$ cat config.mk
export PLATFORM = sky130hd
export DESIGN_NAME = eic_queue
export DESIGN_NICKNAME = d
export VERILOG_FILES = /design/src/rtl/core/eic_queue.sv
export SDC_FILE = /design/constraint.sdc
export NUM_CORES = 1
export LEC_CHECK = 0
export BUFFER_PORTS_ARGS = -buffer_cell sky130_fd_sc_hd__buf_2
export CAP_MARGIN = 20
export CELL_PAD_IN_SITES_DETAIL_PLACEMENT = 1
export CELL_PAD_IN_SITES_GLOBAL_PLACEMENT = 1
export CORE_UTILIZATION = 42
export DETAILED_ROUTE_END_ITERATION = 16
export GPL_ROUTABILITY_DRIVEN = 0
export PLACE_DENSITY_LB_ADDON = 0.3
export SLEW_MARGIN = 20
export SYNTH_ARGS = -nofsm -noshare
export SYNTH_HDL_FRONTEND = slang
export SYNTH_SLANG_ARGS = --single-unit
$ cat constraint.sdc
create_clock -name clk -period 3.4 [get_ports clk]
set_input_delay 0.17 -clock clk [delete_from_list [all_inputs] [get_ports clk]]
set_output_delay 0.17 -clock clk [all_outputs]
set_load 0.02 [all_outputs]
$ cat src/rtl/core/eic_queue.sv
// Small register queue with the head shown combinationally.
module eic_queue #(
	parameter int WIDTH = 8,
	parameter int DEPTH = 2,
	localparam int PTR_W = $clog2(DEPTH),
	localparam int CNT_W = $clog2(DEPTH + 1)
) (
	input  logic             clk,
	input  logic             arst_n,
	input  logic             push,
	input  logic [WIDTH-1:0] wdata,
	input  logic             pop,
	output logic [WIDTH-1:0] rdata,
	output logic             full,
	output logic             empty,
	output logic [CNT_W-1:0] count
);

	logic [WIDTH-1:0] slot_q [DEPTH];
	logic [PTR_W-1:0] wr_ptr_q;
	logic [PTR_W-1:0] rd_ptr_q;
	logic [CNT_W-1:0] cnt_q;
	logic             do_push;
	logic             do_pop;

	assign full    = (cnt_q == CNT_W'(DEPTH));
	assign empty   = (cnt_q == '0);
	assign count   = cnt_q;
	assign rdata   = slot_q[rd_ptr_q];
	assign do_push = push && !full;
	assign do_pop  = pop && !empty;

	function automatic logic [PTR_W-1:0] ptr_next(input logic [PTR_W-1:0] p);
		return (p == PTR_W'(DEPTH - 1)) ? '0 : p + PTR_W'(1);
	endfunction

	always_ff @(posedge clk or negedge arst_n) begin
		if (!arst_n) begin
			wr_ptr_q <= '0;
			rd_ptr_q <= '0;
			cnt_q    <= '0;
		end else begin
			if (do_push) begin
				wr_ptr_q <= ptr_next(wr_ptr_q);
			end
			if (do_pop) begin
				rd_ptr_q <= ptr_next(rd_ptr_q);
			end
			if (do_push && !do_pop) begin
				cnt_q <= cnt_q + CNT_W'(1);
			end else if (do_pop && !do_push) begin
				cnt_q <= cnt_q - CNT_W'(1);
			end
		end
	end

	always_ff @(posedge clk) begin
		if (do_push) begin
			slot_q[wr_ptr_q] <= wdata;
		end
	end

endmodule

==> results.toml <==
[run_status]
status = "finished, final reports clean"

[timing]
setup_slack_ns = 1.70
hold_violations = 0
timing_worst_slew_pin_value_ns = 0.706
finalSetupViolCount = 0
tns_ns = 0
max_slew_margin_pct = 52.8
drv_slew = 0
layout_min_cycle_time_ns = 1.70
fin_worst_skew_ns = 0.00241
period_share_pct = 50.0
fmax_mhz = 588
hold_ws_ns = 0.0578
rsz0062_at_grt = "no"

[run]
maxCapViolCount = 0

[grt]
grt_pass1_wl_um = 2030
antenna_found_initial = 0
gr-usage-all-layers_pct = 14.8
grt_pass1_vias = 480
grt_max_degree = 13
grt-ovfl-total = 0

[clock_network]
clk_latency_ns = 0.29
cts_buffers = 3
ctsResizeCount = 0
tritoncts = "built"
ctsLongestPathBuffers = 2
path_clk_slew_ns = 0.11
cts_htree_levels = 1
root_buffer = "clkbuf_4"
cts.sinks = 20

[floorplan]
initial_core_util_pct = 45.3
dieArea_mm2 = 0.00204
die_y_um = 45.2
placementRows = 15
dieWidth_um = 45.2
coreArea_mm2 = 0.00173
boundaryPins = 24

[routing]
ant_nets = 0
drt_iter0_markers = 4
vias = 441
wl_um = 1310
routedWlPerCell_um = 13.7
via_per_inst = 4.59
drc = 0
dr.pass1.iters = 2

[worst_setup_path]
cpPeakStageDelay_ns = 0.55
crit_path_top_delay_cell = "nor2_1"
crit_fanout = 8
path_cells = "nand2b_1, nand2_2, nor2_1"
startpoint_type = "flip-flop"
crit_type = "reg2reg"
crit_path_end_kind = "flip-flop"
critPathRequiredTime_ns = 3.34
worstPathArrival_ns = 1.64

[synthesis]
synth-simple-area-share_pct = 3.84
muxShareOfSynthArea_pct = 11.5
synth_top_family_by_area = "multiplexers"
avgSynthCellArea_um2 = 17.8
synthesis.nets = 57
synth-seq-area-share_pct = 74.2
ys_types = 15
synth_area_um2 = 782
synth_fa_ha_area_share_pct = 1.60
yosys_warnings = 0
synth_xor_area_share_pct = 6.56
synth_cells = 44
synth_compound_area_share_pct = 0.640
synth_seq_cells = 20

[place]
dp_slack_ns = 1.69
portBuffers = 23
dp_hpwl_um = 985

[cells_and_area]
drive_gt1_share_pct = 43.7
nets = 85
n_antenna_cell = 0
synthToLayoutAreaGrowth_pct = 26.1

[power]
finalPower_mw = 0.913
power_density_mw_per_mm2 = 926
p_leak_nw = 0.414
ir_worst_vdd_mv = 0.477

[worst_hold_path]
worst_hold_path_type = "in2reg"
## cell usage after synthesis
| cell | n | area (um2) |
|---|---|---|
| edfxtp_1 | 16 | 480 |
| mux2_1 | 6 | 67.6 |
| dfrtp_1 | 4 | 100 |
| nor2_1 | 3 | 11.3 |
| inv_1 | 2 | 7.51 |
| mux2_2 | 2 | 22.5 |
| xnor2_1 | 2 | 17.5 |
| xor2_1 | 2 | 17.5 |
| and3_1 | 1 | 6.26 |
| buf_2 | 1 | 5.00 |
| ha_1 | 1 | 12.5 |
| nand2_2 | 1 | 6.26 |
| nand2b_1 | 1 | 6.26 |
| o21ai_1 | 1 | 5.00 |
| xnor2_2 | 1 | 16.3 |
## final cells by class
type / instances / area [um2]
clock inverter: 1 / 30.0
clock buffer: 3 / 22.5
sequential: 20 / 581
fill: 191 / 741
timing repair buffer: 24 / 125
tap: 25 / 31.3
inverter: 2 / 7.51
multi-input combinational: 21 / 189
## per-layer routing
layer	routed length (um)	share of wire, %	vias to the layer above	global-route usage [%]
met5	0	0	-	0
li1	-	-	212	-
met3	56	4.3	0	2.80
met4	0	0	0	5.45
met1	495	38	218	16.2
met2	762	58	11	27.8
## power by group
| group | total [mW] | switching [mW] | internal, mW |
|---|---|---|---|
| Clock | 0.189 | 0.0703 | 0.119 |
| Combinational | 0.323 | 0.188 | 0.135 |
| Sequential | 0.401 | 0.0588 | 0.342 |
## final timing paths
| kind | start | end | slack (ns) | cells past startpoint |
|---|---|---|---|---|
| setup / recovery | count[0] | slot_q[0][1] | 1.70 | 3 |
| hold / removal | wdata[6] | slot_q[0][6] | 0.06 | 1 |
| setup reg to reg | count[0] | slot_q[0][1] | 1.70 | 3 |
| hold reg to reg | wr_ptr_q | wr_ptr_q | 0.54 | 1 |
| max in group asynchronous | arst_n | wr_ptr_q | 3.06 | 2 |
| min in group asynchronous | arst_n | count[1] | 0.21 | 2 |
## layout by cell type, fill, tap and decap left out, types with 2 or more instances in the layout
cell type	synthesis	final
buf_2	1	23
xnor2_1	2	2
xor2_1	2	2
mux2_1	6	6
clkbuf_4	0	3
dfrtp_1	4	4
inv_1	2	2
mux2_2	2	2
nor2_1	3	3
edfxtp_1	16	16
## kinds of logic (layout without fill, tap and decap cells)
group	after synthesis	in the layout
compound gates	1	1
buf+inv	3	30
xor+xnor	5	5
flops	20	20
fa+ha+maj	1	1
mux	8	8
simple gates	6	6
## repair_timing
item | CTS | global route
hold endpoints to repair | 4 | 0
setup buffers | 0 | 0
hold buffers | 1 | 0
## sequential cells by signal (all words and copies together), names as in the netlist
name      count
slot_q       16
count         2
rd_ptr_q      1
wr_ptr_q      1
## stage by stage
stage / std cells / util, % / instance area (um2)
after floorplan: 44 / - / 782
after global placement: 91 / 53.5 / 923
after detailed placement: 91 / 53.5 / 923
after CTS: 96 / 57.1 / 986
after global routing: 96 / 57.1 / 986
final: 96 / 57.1 / 986
## worst max-delay path, delay by kind of cell, from the launching register on
family,cells,cell delay (ns)
simple gates,3,0.85
flops,1,0.48
Note: power is estimated with default switching activity, not from simulation.
