--- src/rtl/core/eic_pkg.sv ---
// Shared types and constants of the edge interval capture queue.
package eic_pkg;

	localparam int INTERVAL_W = 16;
	localparam int TIME_W     = 32;
	localparam int FILL_W     = 10;
	localparam int ADDR_W     = 16;
	localparam int CQ_DEPTH   = 2;
	localparam int OQ_DEPTH   = 4;

	typedef enum logic [1:0] {
		KIND_EDGE   = 2'd0,
		KIND_INJECT = 2'd1,
		KIND_POP    = 2'd2
	} kind_t;

	typedef enum logic [1:0] {
		CMD_NONE  = 2'd0,
		CMD_WRITE = 2'd1,
		CMD_READ  = 2'd2
	} cmd_op_t;

	typedef struct packed {
		cmd_op_t               op;
		logic [ADDR_W-1:0]     addr;
		logic [INTERVAL_W-1:0] data;
		logic                  dropped;
		logic [FILL_W-1:0]     fill;
	} cmd_t;

	typedef struct packed {
		logic [INTERVAL_W-1:0] interval;
		logic                  valid;
		logic                  dropped;
		logic [FILL_W-1:0]     fill;
	} res_t;

endpackage

--- src/rtl/core/eic_front.sv ---
// Front end: accepts items, computes intervals and keeps queue bookkeeping.
module eic_front import eic_pkg::*; #(
	parameter int BUFFER_DEPTH = 512,
	localparam int IDX_W = $clog2(BUFFER_DEPTH),
	localparam int CNT_W = $clog2(BUFFER_DEPTH + 1)
) (
	input  logic                  clk,
	input  logic                  arst_n,
	input  logic                  accept,
	input  logic [1:0]            kind,
	input  logic [TIME_W-1:0]     timestamp_us,
	input  logic [INTERVAL_W-1:0] injected_interval,
	output cmd_t                  cmd
);

	logic [IDX_W-1:0]  wr_idx_q, wr_idx_d;
	logic [IDX_W-1:0]  rd_idx_q, rd_idx_d;
	logic [CNT_W-1:0]  cnt_q, cnt_d;
	logic [TIME_W-1:0] last_ts_q, last_ts_d;
	logic [TIME_W-1:0] delta;
	logic              store_full;
	logic              store_empty;

	function automatic logic [IDX_W-1:0] idx_next(input logic [IDX_W-1:0] i);
		return (i == IDX_W'(BUFFER_DEPTH - 1)) ? '0 : i + IDX_W'(1);
	endfunction

	assign delta       = timestamp_us - last_ts_q;
	assign store_full  = (cnt_q == CNT_W'(BUFFER_DEPTH));
	assign store_empty = (cnt_q == '0);

	always_comb begin
		wr_idx_d    = wr_idx_q;
		rd_idx_d    = rd_idx_q;
		cnt_d       = cnt_q;
		last_ts_d   = last_ts_q;
		cmd         = '0;
		cmd.op      = CMD_NONE;
		case (kind)
			KIND_EDGE, KIND_INJECT: begin
				last_ts_d = timestamp_us;
				cmd.data  = (kind == KIND_EDGE) ? delta[INTERVAL_W-1:0] : injected_interval;
				if (store_full) begin
					cmd.dropped = 1'b1;
				end else begin
					cmd.op   = CMD_WRITE;
					cmd.addr = ADDR_W'(wr_idx_q);
					wr_idx_d = idx_next(wr_idx_q);
					cnt_d    = cnt_q + CNT_W'(1);
				end
			end
			KIND_POP: begin
				if (!store_empty) begin
					cmd.op   = CMD_READ;
					cmd.addr = ADDR_W'(rd_idx_q);
					rd_idx_d = idx_next(rd_idx_q);
					cnt_d    = cnt_q - CNT_W'(1);
				end
			end
			default: begin
			end
		endcase
		cmd.fill = FILL_W'(cnt_d);
	end

	always_ff @(posedge clk or negedge arst_n) begin
		if (!arst_n) begin
			wr_idx_q  <= '0;
			rd_idx_q  <= '0;
			cnt_q     <= '0;
			last_ts_q <= '0;
		end else if (accept) begin
			wr_idx_q  <= wr_idx_d;
			rd_idx_q  <= rd_idx_d;
			cnt_q     <= cnt_d;
			last_ts_q <= last_ts_d;
		end
	end

endmodule

--- config.mk ---
export PLATFORM = sky130hd
export DESIGN_NAME = eic_front
export DESIGN_NICKNAME = d
export VERILOG_FILES = /design/src/rtl/core/eic_pkg.sv /design/src/rtl/core/eic_front.sv
export SDC_FILE = /design/constraint.sdc
export NUM_CORES = 1
export LEC_CHECK = 0
export ABC_AREA = 1
export BUFFER_PORTS_ARGS = -buffer_cell sky130_fd_sc_hd__buf_2
export CAP_MARGIN = 30
export CORE_UTILIZATION = 50
export DETAILED_ROUTE_END_ITERATION = 8
export GPL_TIMING_DRIVEN = 0
export PLACE_DENSITY = 0.82
export SLEW_MARGIN = 5
export SYNTH_ARGS = -nofsm -noshare
export SYNTH_HDL_FRONTEND = slang
export SYNTH_SLANG_ARGS = --single-unit
--- constraint.sdc ---
create_clock -name clk -period 2.5 [get_ports clk]
set_clock_uncertainty 0.1 [all_clocks]
set_input_delay 0.5 -clock clk [delete_from_list [all_inputs] [get_ports clk]]
set_output_delay 0.5 -clock clk [all_outputs]
set_load 0.01 [all_outputs]
==> results_dict.tcl <==
set metrics [dict create \
    status "complete, but fails checks" \
    failed_checks "setup timing" \
    first_pass_iters 5 \
    grt_overflow 0 \
    fillers 597 \
    synth-seq-cells 44 \
    drt_iter0_drc 233 \
    worstSkewPairLatency_ns 0.31 \
    wl_um 11800 \
    cts_tree "done" \
    syn-cell-area_mm2 0.00402 \
    cts_max_level 2 \
    period_needed_ns 2.66 \
    start_util_pct 51.8 \
    final_cell_area_mm2 0.00541 \
    rows 32 \
    clkTransAtPathRegs_ns 0.10 \
    drv_slew 0 \
    final_common_cell "nand2_1" \
    fin_nets 811 \
    max_freq_mhz 376 \
    ir_drop_mv 0.472 \
    routedWlPerCell_um 14.1 \
    ys_seq_area_share_pct 27.4 \
    critPathLaunchType "flop" \
    fin_ws_ns -0.163 \
    holdWs_ns 0.391 \
    pwr-share-clk_pct 11.6 \
    numPlacedInstances 800 \
    antenna_found_initial 0 \
    grt_usage_pct 26.3 \
    p_comb_share_pct 61.8 \
    p_leak_uw 0.00288 \
    fin_setup_tns_ns -0.717 \
    cts_root_buf "clkbuf_8" \
    p_switching_uw 2040 \
    critPathMaxFanout 2 \
    numPortBuffers 73 \
    drive_above_1_share_pct 33.4 \
    die_w_um 91.7 \
    syn_inst 618 \
    place_hpwl_um 7890 \
    grt_use_met2_pct 42.9 \
    post_dp_cell_area_mm2 0.00456 \
    num_vias 4465 \
    grt_pass1_wl_um 18100 \
    cp.arrival_ns 2.06 \
    finalSetupViolCount 12 \
    gp_congestion 0.926 \
    avgViaCountPerCell 5.32 \
    synth_cell_type_count 38 \
    die_y_um 91.7 \
    syn2layout_area_growth_pct 34.5 \
    rsz0062_at_grt "yes" \
    layout_common_cells "nand2_1 (148), inv_1 (91), buf_2 (75)" \
    cts_num_sinks 44 \
    io_pins 98 \
    postRouteAntennaNets 0 \
    cts_buffers 5 \
    required_ns 1.90 \
    fin_crit_sh_pct 107 \
    p_int_uw 2250 \
    p_per_area_mw_per_mm2 794 \
    hold_class "input port to flop" \
    die-area_mm2 0.00840 \
    switching_share_pct 47.6 \
    grtUsageMet3_pct 3.40 \
    cp-end-kind "primary output" \
    synth_warnings 0 \
    grt_pass1_vias 3998 \
    tightest_slew_ns 0.520 \
    grt_max_degree 38 \
    maxCapViolations 0 \
    core_mm2 0.00777 \
    syn_area_per_cell_um2 6.51 \
    pwr-share-seq_pct 26.6 \
    hold_violations 0 \
    drc 0 \
    grt-busiest-layer "met2" \
    relSlewSlack_pct 65.2 \
    antennaDiodeCount 0 \
    critPathKind "flop to primary output" \
    use_met1_pct 35.8 \
    final_core_util_pct 69.6 \
    final_cell_count_no_fill 839 \
    clockBufferDepth 2 \
]
-- through the flow --
stage	total power, uW	setup slack, ns
floorplan	2630	0.0202
global placement	3100	-0.250
detailed placement	3170	-0.264
CTS	3880	-0.170
global route	4580	-0.251
finish	4290	-0.163
-- worst max-delay path: stages (launching register included) --
cell and delay, ns:
dfrtp_1 0.40, ha_2 0.19, fa_2 0.35, inv_2 0.09, nand3_2 0.08, nand3_4 0.08, a21oi_2 0.06, or2_4 0.24
nand3_2 0.06, nand2_1 0.05, inv_1 0.05, buf_2 0.12
-- cell type report --
class	count	area, um2	share of cell area [%]
clock inverter	2	15.0	0.278
inverter	110	413	7.64
clock buffer	6	82.6	1.53
sequential	44	1100	20.4
timing repair buffer	105	673	12.5
buffer	23	173	3.19
tap	102	128	2.36
multi-input combinational	447	2820	52.2
-- flip-flops by register name (all words and copies together), names as in the netlist --
register   flops
cnt_q         10
last_ts_q     16
rd_idx_q       9
wr_idx_q       9
-- routing by layer --
metal	share of wire (%)	vias to the layer above
met2	48	198
met4	2.0	0
met3	7.1	24
met1	43	2054
met5	0	-
li1	-	2189
-- cell usage after synthesis, drive strengths merged --
| library cell | count | area (um2) |
|---|---|---|
| dfrtp | 44 | 1100 |
| or2 | 3 | 18.8 |
| buf | 17 | 139 |
| nand3 | 58 | 308 |
| nor4 | 2 | 12.5 |
| xor2 | 11 | 96.3 |
| ha | 21 | 263 |
| and2 | 1 | 6.26 |
| nand4 | 11 | 68.8 |
| inv | 110 | 413 |
| o22ai | 9 | 56.3 |
| nand2 | 169 | 676 |
| nor3 | 10 | 55.1 |
| o211ai | 2 | 15.0 |
| a211oi | 2 | 15.0 |
| o21ai | 39 | 229 |
| conb | 1 | 3.75 |
| clkbuf | 6 | 22.5 |
| mux2 | 1 | 11.3 |
| nor2 | 66 | 298 |
| a21oi | 28 | 140 |
| xnor2 | 6 | 52.6 |
| fa | 1 | 20.0 |
-- final timing paths --
kind | to | depth (start not counted) | startpoint | slack [ns]
setup reg to reg | wr_idx_q[8] | 11 | cnt_q[1] | 0.58
hold reg to reg | last_ts_q[13] | 2 | last_ts_q[13] | 0.43
setup / recovery | cmd[19] | 11 | last_ts_q[0] | -0.16
max in group asynchronous | last_ts_q[5] | 3 | arst_n | 1.33
hold / removal | last_ts_q[2] | 3 | timestamp_us[2] | 0.39
min in group asynchronous | cnt_q[8] | 2 | arst_n | 0.47
-- what timing repair did --
action,in CTS,in global routing
gates resized for setup,40,73
hold buffers,1,0
endpoints found under the hold margin,7,0
endpoints found under the setup margin,29,29
gates cloned,0,1
pin swaps,8,26
setup buffers,11,18
-- cells by family (layout without fill, tap and decap cells) --
family	count (synthesis)	in the layout	synth area share, %
compound gates	80	80	11.3
mux	1	1	0.280
buf+inv	133	246	14.3
simple gates	320	320	35.9
xor+xnor	17	17	3.70
other cells	1	7	0.0933
fa+ha+maj	22	22	7.03
flops	44	44	27.4
-- power by group through the flow --
stage          combinational [uW]  sequential, uW  clock, uW
2_1_floorplan                1530            1100          0
3_3_place_gp                 1960            1140          0
3_5_place_dp                 2030            1150          0
4_1_cts                      2250            1130        500
5_1_grt                      2890            1160        529
6_report                     2650            1140        497
Note: power is estimated with default switching activity, not from simulation.
